## config.mk

```make
export PLATFORM = sky130hd
export DESIGN_NAME = tcp_rto_estimator_backoff
export DESIGN_NICKNAME = d
export VERILOG_FILES = /design/src/tcprto_pkg.sv /design/src/tcprto_cfg.sv /design/src/tcprto_core.sv /design/src/tcp_rto_estimator_backoff.sv
export SDC_FILE = /design/constraint.sdc
export NUM_CORES = 2
export LEC_CHECK = 0
export BUFFER_PORTS_ARGS = -buffer_cell sky130_fd_sc_hd__buf_2
export CORE_MARGIN = 2
export CORE_UTILIZATION = 40
export DETAILED_ROUTE_END_ITERATION = 7
export PLACE_DENSITY_LB_ADDON = 0.05
export SETUP_SLACK_MARGIN = 0.15
export SLEW_MARGIN = 40
export SYNTH_ARGS = -nofsm -noshare
export SYNTH_HDL_FRONTEND = slang
export SYNTH_HIERARCHICAL = 1
export SYNTH_SLANG_ARGS = --single-unit
```

## constraint.sdc

```tcl
create_clock -name clk -period 39.3 [get_ports clk]
set_clock_uncertainty 0.2 [all_clocks]
set_input_delay 0 -clock clk [delete_from_list [all_inputs] [get_ports clk]]
set_output_delay 0 -clock clk [all_outputs]
set_load 0.02 [all_outputs]
```

## src/tcprto_pkg.sv

```systemverilog
`default_nettype none

package tcprto_pkg;

  // configuration port shape
  localparam int CFG_IDX_W  = 3;
  localparam int CFG_DATA_W = 32;

  // register reset values
  localparam logic [31:0] INIT_TIMEOUT_RST      = 32'd30000000;
  localparam logic [31:0] RTT_MIN_RST           = 32'd10000000;
  localparam logic [31:0] RTT_MAX_RST           = 32'd600000000;
  localparam logic [5:0]  BACKOFF_LIMIT_RST     = 6'd12;
  localparam logic [5:0]  MTU_PROBE_COUNT_RST   = 6'd2;
  localparam logic [5:0]  FIRST_RETRY_LIMIT_RST = 6'd3;
  localparam logic [31:0] GIVE_UP_TIME_RST      = 32'd1000000000;
  localparam logic [31:0] PERSIST_GIVE_UP_RST   = 32'd600000000;

  // event codes
  typedef enum logic [1:0] {
    FUNC_INIT   = 2'd0,
    FUNC_SAMPLE = 2'd1,
    FUNC_EXPIRE = 2'd2,
    FUNC_STOP   = 2'd3
  } func_t;

  // abort codes
  typedef enum logic [1:0] {
    ABORT_NONE      = 2'd0,
    ABORT_TIME_WAIT = 2'd1,
    ABORT_TIMEOUT   = 2'd2
  } abort_t;

  // register indexes
  typedef enum logic [CFG_IDX_W-1:0] {
    CFG_INIT_TIMEOUT      = 3'd0,
    CFG_RTT_MIN           = 3'd1,
    CFG_RTT_MAX           = 3'd2,
    CFG_BACKOFF_LIMIT     = 3'd3,
    CFG_MTU_PROBE_COUNT   = 3'd4,
    CFG_FIRST_RETRY_LIMIT = 3'd5,
    CFG_GIVE_UP_TIME      = 3'd6,
    CFG_PERSIST_GIVE_UP   = 3'd7
  } cfg_idx_t;

  // register file contents
  typedef struct packed {
    logic [31:0] init_timeout;
    logic [31:0] rtt_min;
    logic [31:0] rtt_max;
    logic [5:0]  backoff_limit;
    logic [5:0]  mtu_probe_count;
    logic [5:0]  first_retry_limit;
    logic [31:0] give_up_time;
    logic [31:0] persist_give_up;
  } cfg_t;

  // input item
  typedef struct packed {
    func_t       func;
    logic [31:0] rtt_sample;
    logic [31:0] elapsed_since_first;
    logic        persist_mode;
    logic        established_once;
    logic        in_time_wait;
  } in_item_t;

  // result item
  typedef struct packed {
    logic [31:0] timeout_value;
    logic [5:0]  retry_count;
    abort_t      abort_code;
    logic        shrink_mss;
    logic        do_retransmit;
  } out_item_t;

endpackage

`default_nettype wire

```

## src/tcprto_cfg.sv

```systemverilog
`default_nettype none

module tcprto_cfg
  import tcprto_pkg::*;
(
  input  wire logic                  clk,
  input  wire logic                  rst_n,
  input  wire logic                  cfg_wr_en,
  input  wire logic [CFG_IDX_W-1:0]  cfg_index,
  input  wire logic [CFG_DATA_W-1:0] cfg_data,
  output cfg_t                       cfg
);

  cfg_t cfg_r;
  cfg_t cfg_nxt;

  // register write decode
  always_comb begin
    cfg_nxt = cfg_r;
    if (cfg_wr_en) begin
      unique case (cfg_idx_t'(cfg_index))
        CFG_INIT_TIMEOUT:      cfg_nxt.init_timeout      = cfg_data;
        CFG_RTT_MIN:           cfg_nxt.rtt_min           = cfg_data;
        CFG_RTT_MAX:           cfg_nxt.rtt_max           = cfg_data;
        CFG_BACKOFF_LIMIT:     cfg_nxt.backoff_limit     = cfg_data[5:0];
        CFG_MTU_PROBE_COUNT:   cfg_nxt.mtu_probe_count   = cfg_data[5:0];
        CFG_FIRST_RETRY_LIMIT: cfg_nxt.first_retry_limit = cfg_data[5:0];
        CFG_GIVE_UP_TIME:      cfg_nxt.give_up_time      = cfg_data;
        CFG_PERSIST_GIVE_UP:   cfg_nxt.persist_give_up   = cfg_data;
      endcase
    end
  end

  always_ff @(posedge clk) begin
    if (!rst_n) begin
      cfg_r.init_timeout      <= INIT_TIMEOUT_RST;
      cfg_r.rtt_min           <= RTT_MIN_RST;
      cfg_r.rtt_max           <= RTT_MAX_RST;
      cfg_r.backoff_limit     <= BACKOFF_LIMIT_RST;
      cfg_r.mtu_probe_count   <= MTU_PROBE_COUNT_RST;
      cfg_r.first_retry_limit <= FIRST_RETRY_LIMIT_RST;
      cfg_r.give_up_time      <= GIVE_UP_TIME_RST;
      cfg_r.persist_give_up   <= PERSIST_GIVE_UP_RST;
    end else begin
      cfg_r <= cfg_nxt;
    end
  end

  assign cfg = cfg_r;

endmodule

`default_nettype wire

```

## src/tcprto_core.sv

```systemverilog
`default_nettype none

module tcprto_core
  import tcprto_pkg::*;
#(
  parameter int TIME_BITS = 32
)
(
  input  wire logic      clk,
  input  wire logic      rst_n,
  input  wire logic      fire,
  input  wire in_item_t  item,
  input  wire cfg_t      cfg,
  output out_item_t      result
);

  localparam logic [TIME_BITS-1:0] TMAX = {TIME_BITS{1'b1}};
  localparam logic [TIME_BITS-1:0] DEF_RST = TIME_BITS'(INIT_TIMEOUT_RST);

  // estimator state
  logic [TIME_BITS-1:0] srtt_r, srtt_nxt;
  logic [TIME_BITS-1:0] dev_r, dev_nxt;
  logic [TIME_BITS-1:0] cur_r, cur_nxt;
  logic [5:0]           retries_r, retries_nxt;

  // time-domain views of inputs and registers
  logic [TIME_BITS-1:0] rtt, init_tmo, lo, hi;
  assign rtt      = TIME_BITS'(item.rtt_sample);
  assign init_tmo = TIME_BITS'(cfg.init_timeout);
  assign lo       = TIME_BITS'(cfg.rtt_min);
  assign hi       = TIME_BITS'(cfg.rtt_max);

  // sample path: smoothing with gains 1/8 and 1/4
  logic                 rtt_ge;
  logic [TIME_BITS-1:0] diff;
  logic [TIME_BITS-1:0] s_srtt, s_dev;
  logic [TIME_BITS+2:0] sum_w;
  logic [TIME_BITS-1:0] sum_sat, clamp_lo, s_rto;

  always_comb begin
    rtt_ge = (rtt >= srtt_r);
    diff   = rtt_ge ? (rtt - srtt_r) : (srtt_r - rtt);
    if (srtt_r != '0) begin
      s_srtt = rtt_ge ? (srtt_r + (diff >> 3)) : (srtt_r - (diff >> 3));
      s_dev  = (diff >= dev_r) ? (dev_r + ((diff - dev_r) >> 2))
                               : (dev_r - ((dev_r - diff) >> 2));
    end else begin
      // unseeded: first sample seeds both estimates
      s_srtt = rtt;
      s_dev  = rtt >> 1;
    end
    // srtt + 4*dev, saturating
    sum_w    = {3'b000, s_srtt} + {1'b0, s_dev, 2'b00};
    sum_sat  = (sum_w[TIME_BITS+2:TIME_BITS] != 3'b000) ? TMAX : sum_w[TIME_BITS-1:0];
    clamp_lo = (sum_sat < lo) ? lo : sum_sat;
    s_rto    = (clamp_lo > hi) ? hi : clamp_lo;
  end

  // expiry path: backoff and count
  logic [6:0]           cnt_inc;
  logic [5:0]           e_retries;
  logic [TIME_BITS-1:0] dbl, e_rto;
  logic                 e_shrink, e_abort;

  always_comb begin
    cnt_inc   = {1'b0, retries_r} + 7'd1;
    e_retries = (cnt_inc >= {1'b0, cfg.backoff_limit}) ? cfg.backoff_limit : cnt_inc[5:0];
    dbl       = cur_r[TIME_BITS-1] ? TMAX : {cur_r[TIME_BITS-2:0], 1'b0};
    e_rto     = (dbl > hi) ? hi : dbl;
    e_shrink  = 1'b0;
    e_abort   = 1'b0;
    if (!item.persist_mode) begin
      e_shrink = (cfg.mtu_probe_count == e_retries) && item.established_once;
      e_abort  = (e_retries > cfg.first_retry_limit) &&
                 (cfg.give_up_time <= item.elapsed_since_first);
    end else begin
      e_abort  = (cfg.persist_give_up <= item.elapsed_since_first);
    end
  end

  // event select
  always_comb begin
    srtt_nxt    = srtt_r;
    dev_nxt     = dev_r;
    cur_nxt     = cur_r;
    retries_nxt = retries_r;
    result.abort_code    = ABORT_NONE;
    result.shrink_mss    = 1'b0;
    result.do_retransmit = 1'b0;
    unique case (item.func)
      FUNC_INIT: begin
        srtt_nxt    = '0;
        dev_nxt     = init_tmo >> 2;
        cur_nxt     = init_tmo;
        retries_nxt = '0;
      end
      FUNC_SAMPLE: begin
        srtt_nxt    = s_srtt;
        dev_nxt     = s_dev;
        cur_nxt     = s_rto;
        retries_nxt = '0;
      end
      FUNC_STOP: begin
        retries_nxt = '0;
      end
      FUNC_EXPIRE: begin
        if (item.in_time_wait) begin
          result.abort_code = ABORT_TIME_WAIT;
        end else begin
          cur_nxt              = e_rto;
          retries_nxt          = e_retries;
          result.shrink_mss    = e_shrink;
          result.abort_code    = e_abort ? ABORT_TIMEOUT : ABORT_NONE;
          result.do_retransmit = !e_abort;
        end
      end
    endcase
    result.timeout_value = 32'(cur_nxt);
    result.retry_count   = retries_nxt;
  end

  always_ff @(posedge clk) begin
    if (!rst_n) begin
      srtt_r    <= '0;
      dev_r     <= DEF_RST >> 2;
      cur_r     <= DEF_RST;
      retries_r <= '0;
    end else if (fire) begin
      srtt_r    <= srtt_nxt;
      dev_r     <= dev_nxt;
      cur_r     <= cur_nxt;
      retries_r <= retries_nxt;
    end
  end

endmodule

`default_nettype wire

```

## src/tcp_rto_estimator_backoff.sv

```systemverilog
`default_nettype none
// Retransmission timeout estimator with backoff for one connection.
// Input channel: in_valid / in_stall / in_item carry one event (init,
// round-trip sample, timer expiry or timer stop). Result channel:
// out_valid / out_stall / out_item carry one result per event: the
// timeout after the event, the retry count and the abort, MSS and
// retransmit flags. Registers are written on cfg_wr_en with cfg_index
// and cfg_data; the user must write them only while no event is in
// flight; the block itself does not enforce this. An accepted item
// sits in the input register, is processed and lands in the output
// register, which drives out_valid. Throughput is one item per cycle
// while the result channel is not stalled; the estimator state is
// updated by combinational logic between those two registers.
// A stalled result holds in the output register; the input register
// keeps taking items until it is full, then in_stall rises in the same
// cycle as out_stall. Reset (synchronous, rst_n low) empties both
// registers, loads the register defaults and sets the estimator to its
// init state.

module tcp_rto_estimator_backoff
  import tcprto_pkg::*;
#(
  parameter int TIME_BITS = 32
)
(
  input  wire logic                  clk,
  input  wire logic                  rst_n,
  input  wire logic                  in_valid,
  output logic                       in_stall,
  input  wire in_item_t              in_item,
  output logic                       out_valid,
  input  wire logic                  out_stall,
  output out_item_t                  out_item,
  input  wire logic                  cfg_wr_en,
  input  wire logic [CFG_IDX_W-1:0]  cfg_index,
  input  wire logic [CFG_DATA_W-1:0] cfg_data
);

  cfg_t      cfg;
  in_item_t  item_r;
  logic      item_vld_r, item_vld_nxt;
  out_item_t res_r;
  out_item_t result;
  logic      out_vld_r, out_vld_nxt;
  logic      advance;
  logic      fire;

  tcprto_cfg u_cfg (
    .clk       (clk),
    .rst_n     (rst_n),
    .cfg_wr_en (cfg_wr_en),
    .cfg_index (cfg_index),
    .cfg_data  (cfg_data),
    .cfg       (cfg)
  );

  tcprto_core #(
    .TIME_BITS (TIME_BITS)
  ) u_core (
    .clk    (clk),
    .rst_n  (rst_n),
    .fire   (fire),
    .item   (item_r),
    .cfg    (cfg),
    .result (result)
  );

  // flow control
  assign advance  = !out_vld_r || !out_stall;
  assign fire     = item_vld_r && advance;
  assign in_stall = item_vld_r && !advance;

  always_comb begin
    item_vld_nxt = in_stall ? item_vld_r : in_valid;
    out_vld_nxt  = advance ? item_vld_r : out_vld_r;
  end

  // control
  always_ff @(posedge clk) begin
    if (!rst_n) begin
      item_vld_r <= 1'b0;
      out_vld_r  <= 1'b0;
    end else begin
      item_vld_r <= item_vld_nxt;
      out_vld_r  <= out_vld_nxt;
    end
  end

  // payload
  always_ff @(posedge clk) begin
    if (in_valid && !in_stall) begin
      item_r <= in_item;
    end
    if (fire) begin
      res_r <= result;
    end
  end

  assign out_valid = out_vld_r;
  assign out_item  = res_r;

endmodule

`default_nettype wire

```

==> results.toml <==
[critical_path]
path_max_fanout = 47
critPathTopFamily = "compound AO/OA/AOI/OAI gates"
max_stage_delay_ns = 0.66
critPathLaunchType = "flop"
worstRegToRegCells = 85
crit_buf_inv = 9
cpMostUsedCell = "o21ai_0"
endpoint_kind = "flop"
r2r_slack_ns = 18.34
r2r_end = "u_core/cur_r[24]"
required_ns = 39.60
cp_slowest_cell = "or4_4"
worstSetupPathType = "flop to flop"
reg2reg_from = "item_r[57]"
worstPathArrival_ns = 21.27

[timing]
relSlewSlack_pct = 38.7
rsz0062_at_grt = "no"
setup_violations = 0
hold_viol_final = 0
max_freq_mhz = 47.7
timing.final.crit_share_pct = 53.3
finalMaxSlewViolations = 0
whs_ns = 0.0369
tns_ns = 0
worst_pin_slew_ns = 0.911
min_period_ns = 20.96

[yosys]
synth_warnings = 6
synth_area_leader_cell = "dfxtp_1"
synthCells = 4429
syn_avg_cell_area_um2 = 8.05
synth_top_area_share_pct = 15.8
synth_common_cells = "452 x nand2_1, 387 x ha_1, 336 x inv_1, 330 x a21oi_1, 286 x o21ai_0"
yosys-top-cells-area = "dfxtp_1 16%, ha_1 14%, edfxtp_1 9.3%"
synth_most_common_cell = "nand2_1"
synth_edf_count = 111
synth_ff_type = "dfxtp_1"
synth-seq-cells = 393
synth_area_mm2 = 0.0357
synthArstFlopShare_pct = 0
synth.distinct_cells = 100
seq_area_frac_synth_pct = 25.2
syn_nets = 4930

[global_routing]
grt_max_degree = 116
grt_pass1_wl_um = 217000
grt_use_total_pct = 31.6
antenna_found_initial = 2
first_global_vias = 33200
overflow = 0

[layout]
syn2layout_area_growth_pct = 16.0
final_nets = 5169
fillers = 8901
drive_gt1_share_pct = 8.47

[detailed_routing]
wl_um = 148000
detail-route-antenna-nets = 0
dr.pass1.iters = 5
drtIter0Drc = 2570
viasPerCell = 5.81
route.detailed.drc = 0
num_vias = 34100
wire_per_inst_um = 25.2

[floorplanning]
rows = 109
coreArea_mm2 = 0.0884
dieHeight_um = 303
dieArea_mm2 = 0.0915
ioPinCount = 153
die_w_um = 303
start_util_pct = 40.3

[cts]
cts_root_buf = "clkbuf_16"
path_clk_slew_ns = 0.06
postCtsResizedCells = 0
cts_setup_buffers = 0
h-tree-depth = 2
insertion_delay_ns = 0.66
cts_tree = "done"
cts-buffers-inserted = 50
cts_buffer_depth = 3
ctsHoldBuffers = 204
cts.sinks = 393

[place]
gp_congestion = 0.972
port_buffers = 152
detailed_place_hpwl_um = 115000

[hold_path]
whs_path_depth = 4
holdPathEnd = "u_cfg/cfg[175]"
hold_path.class = "primary input to flop"
min_from = "cfg_data[29]"

[job]
max-cap-violations = 0

[status]
status = "finished clean"
final cells by class:
cell class	count	area, um2	share of cell area (%)
clock inverters	19	269	0.650
diodes	1	2.50	0.00605
inverters	336	1260	3.05
well taps	1165	1460	3.52
repair buffers	409	3240	7.84
flip-flops and latches	393	8980	21.7
clock buffers	75	1500	3.62
multi-input cells	3478	24700	59.6
how the worst max path moves through the flow:
| stage | start | endpoint | slack (ns) | cells after the start |
|---|---|---|---|---|
| global placement | item_r[57] | out_item[10] | 18.83 | 83 |
| detailed placement | item_r[57] | out_item[32] | 18.78 | 83 |
| CTS | item_r[57] | out_item[32] | 18.65 | 83 |
| floorplan | item_r[35] | out_item[10] | 22.29 | 91 |
| global route | item_r[57] | u_core/cur_r[24] | 17.02 | 84 |
| finish | item_r[57] | u_core/cur_r[24] | 18.34 | 85 |
per-stage QoR:
stage | std cells | utilization [%] | instance area (um2) | worst slack, ns
global route | 5875 | 46.8 | 41400 | 17.02
detailed placement | 5577 | 42.5 | 37500 | 18.78
global placement | 5571 | 42.4 | 37500 | 18.83
floorplan | 4429 | - | 35700 | 22.29
finish | 5876 | 46.8 | 41400 | 18.34
CTS | 5875 | 46.8 | 41400 | 18.65
sequential cells by signal, summed over array words and instances, names as in the netlist:
register / count
u_core/dev_r: 32
item_vld_r: 1
item_r: 69
out_item: 42
u_cfg/cfg: 178
u_core/retries_r: 6
u_core/srtt_r: 32
u_core/cur_r: 32
out_valid: 1
placed cells by master (no fill, tap or decap), types with 19 or more instances in the layout:
cell	synthesis	routed
inv_1	336	336
o21ai_0	286	283
and3_1	22	22
nand2_1	452	450
dlygate4sd3_1	0	204
nand4_1	67	67
o211a_1	21	21
nand3_1	91	91
a211oi_1	39	39
a31oi_1	33	33
dfxtp_1	282	282
edfxtp_1	111	111
a21oi_1	330	328
ha_1	387	387
o221ai_1	40	40
a21o_1	107	107
buf_2	28	151
o22ai_1	23	23
o211ai_1	26	26
nor4_1	19	19
nor3_1	57	57
xnor2_1	138	138
mux2i_1	255	255
nor2_1	232	227
buf_4	4	47
o31ai_1	21	20
clkbuf_16	0	52
a22oi_1	39	39
nor2b_1	177	173
o21a_1	56	56
nand2b_1	47	45
or2_2	52	52
o22a_1	23	23
xor2_1	68	68
o21bai_1	48	48
and2_1	37	37
or3_1	27	27
tightest hold or removal path, stage by stage:
cell	delay [ns]
dlygate4sd3_1	0.54
buf_2	0.15
nand2_1	0.08
mux2i_1	0.06
layer usage:
metal  global-route usage (%)  wire (um)  vias to the layer above
met4                     17.1       9130                        0
li1                         -          -                    16400
met5                        0          0                        -
met2                     53.5      69500                     1050
met1                     39.6      62900                    16400
met3                     3.05       6480                      290
logic make-up (layout without fill, tap and decap cells):
logic type / after synthesis / in the layout / synth area share, %
flip-flops: 393 / 393 / 25.2
AND/OR/NAND/NOR: 1343 / 1343 / 18.9
adder cells (fa/ha/maj): 392 / 392 / 13.9
buffers and inverters: 558 / 839 / 6.12
multiplexers: 264 / 264 / 7.48
AO/OA/AOI/OAI: 1273 / 1273 / 23.4
other: 0 / 1 / 0
XOR/XNOR: 206 / 206 / 5.06
Power is not shown: default switching activity piles up to over one toggle a cycle in this logic, so the estimate is an artifact.
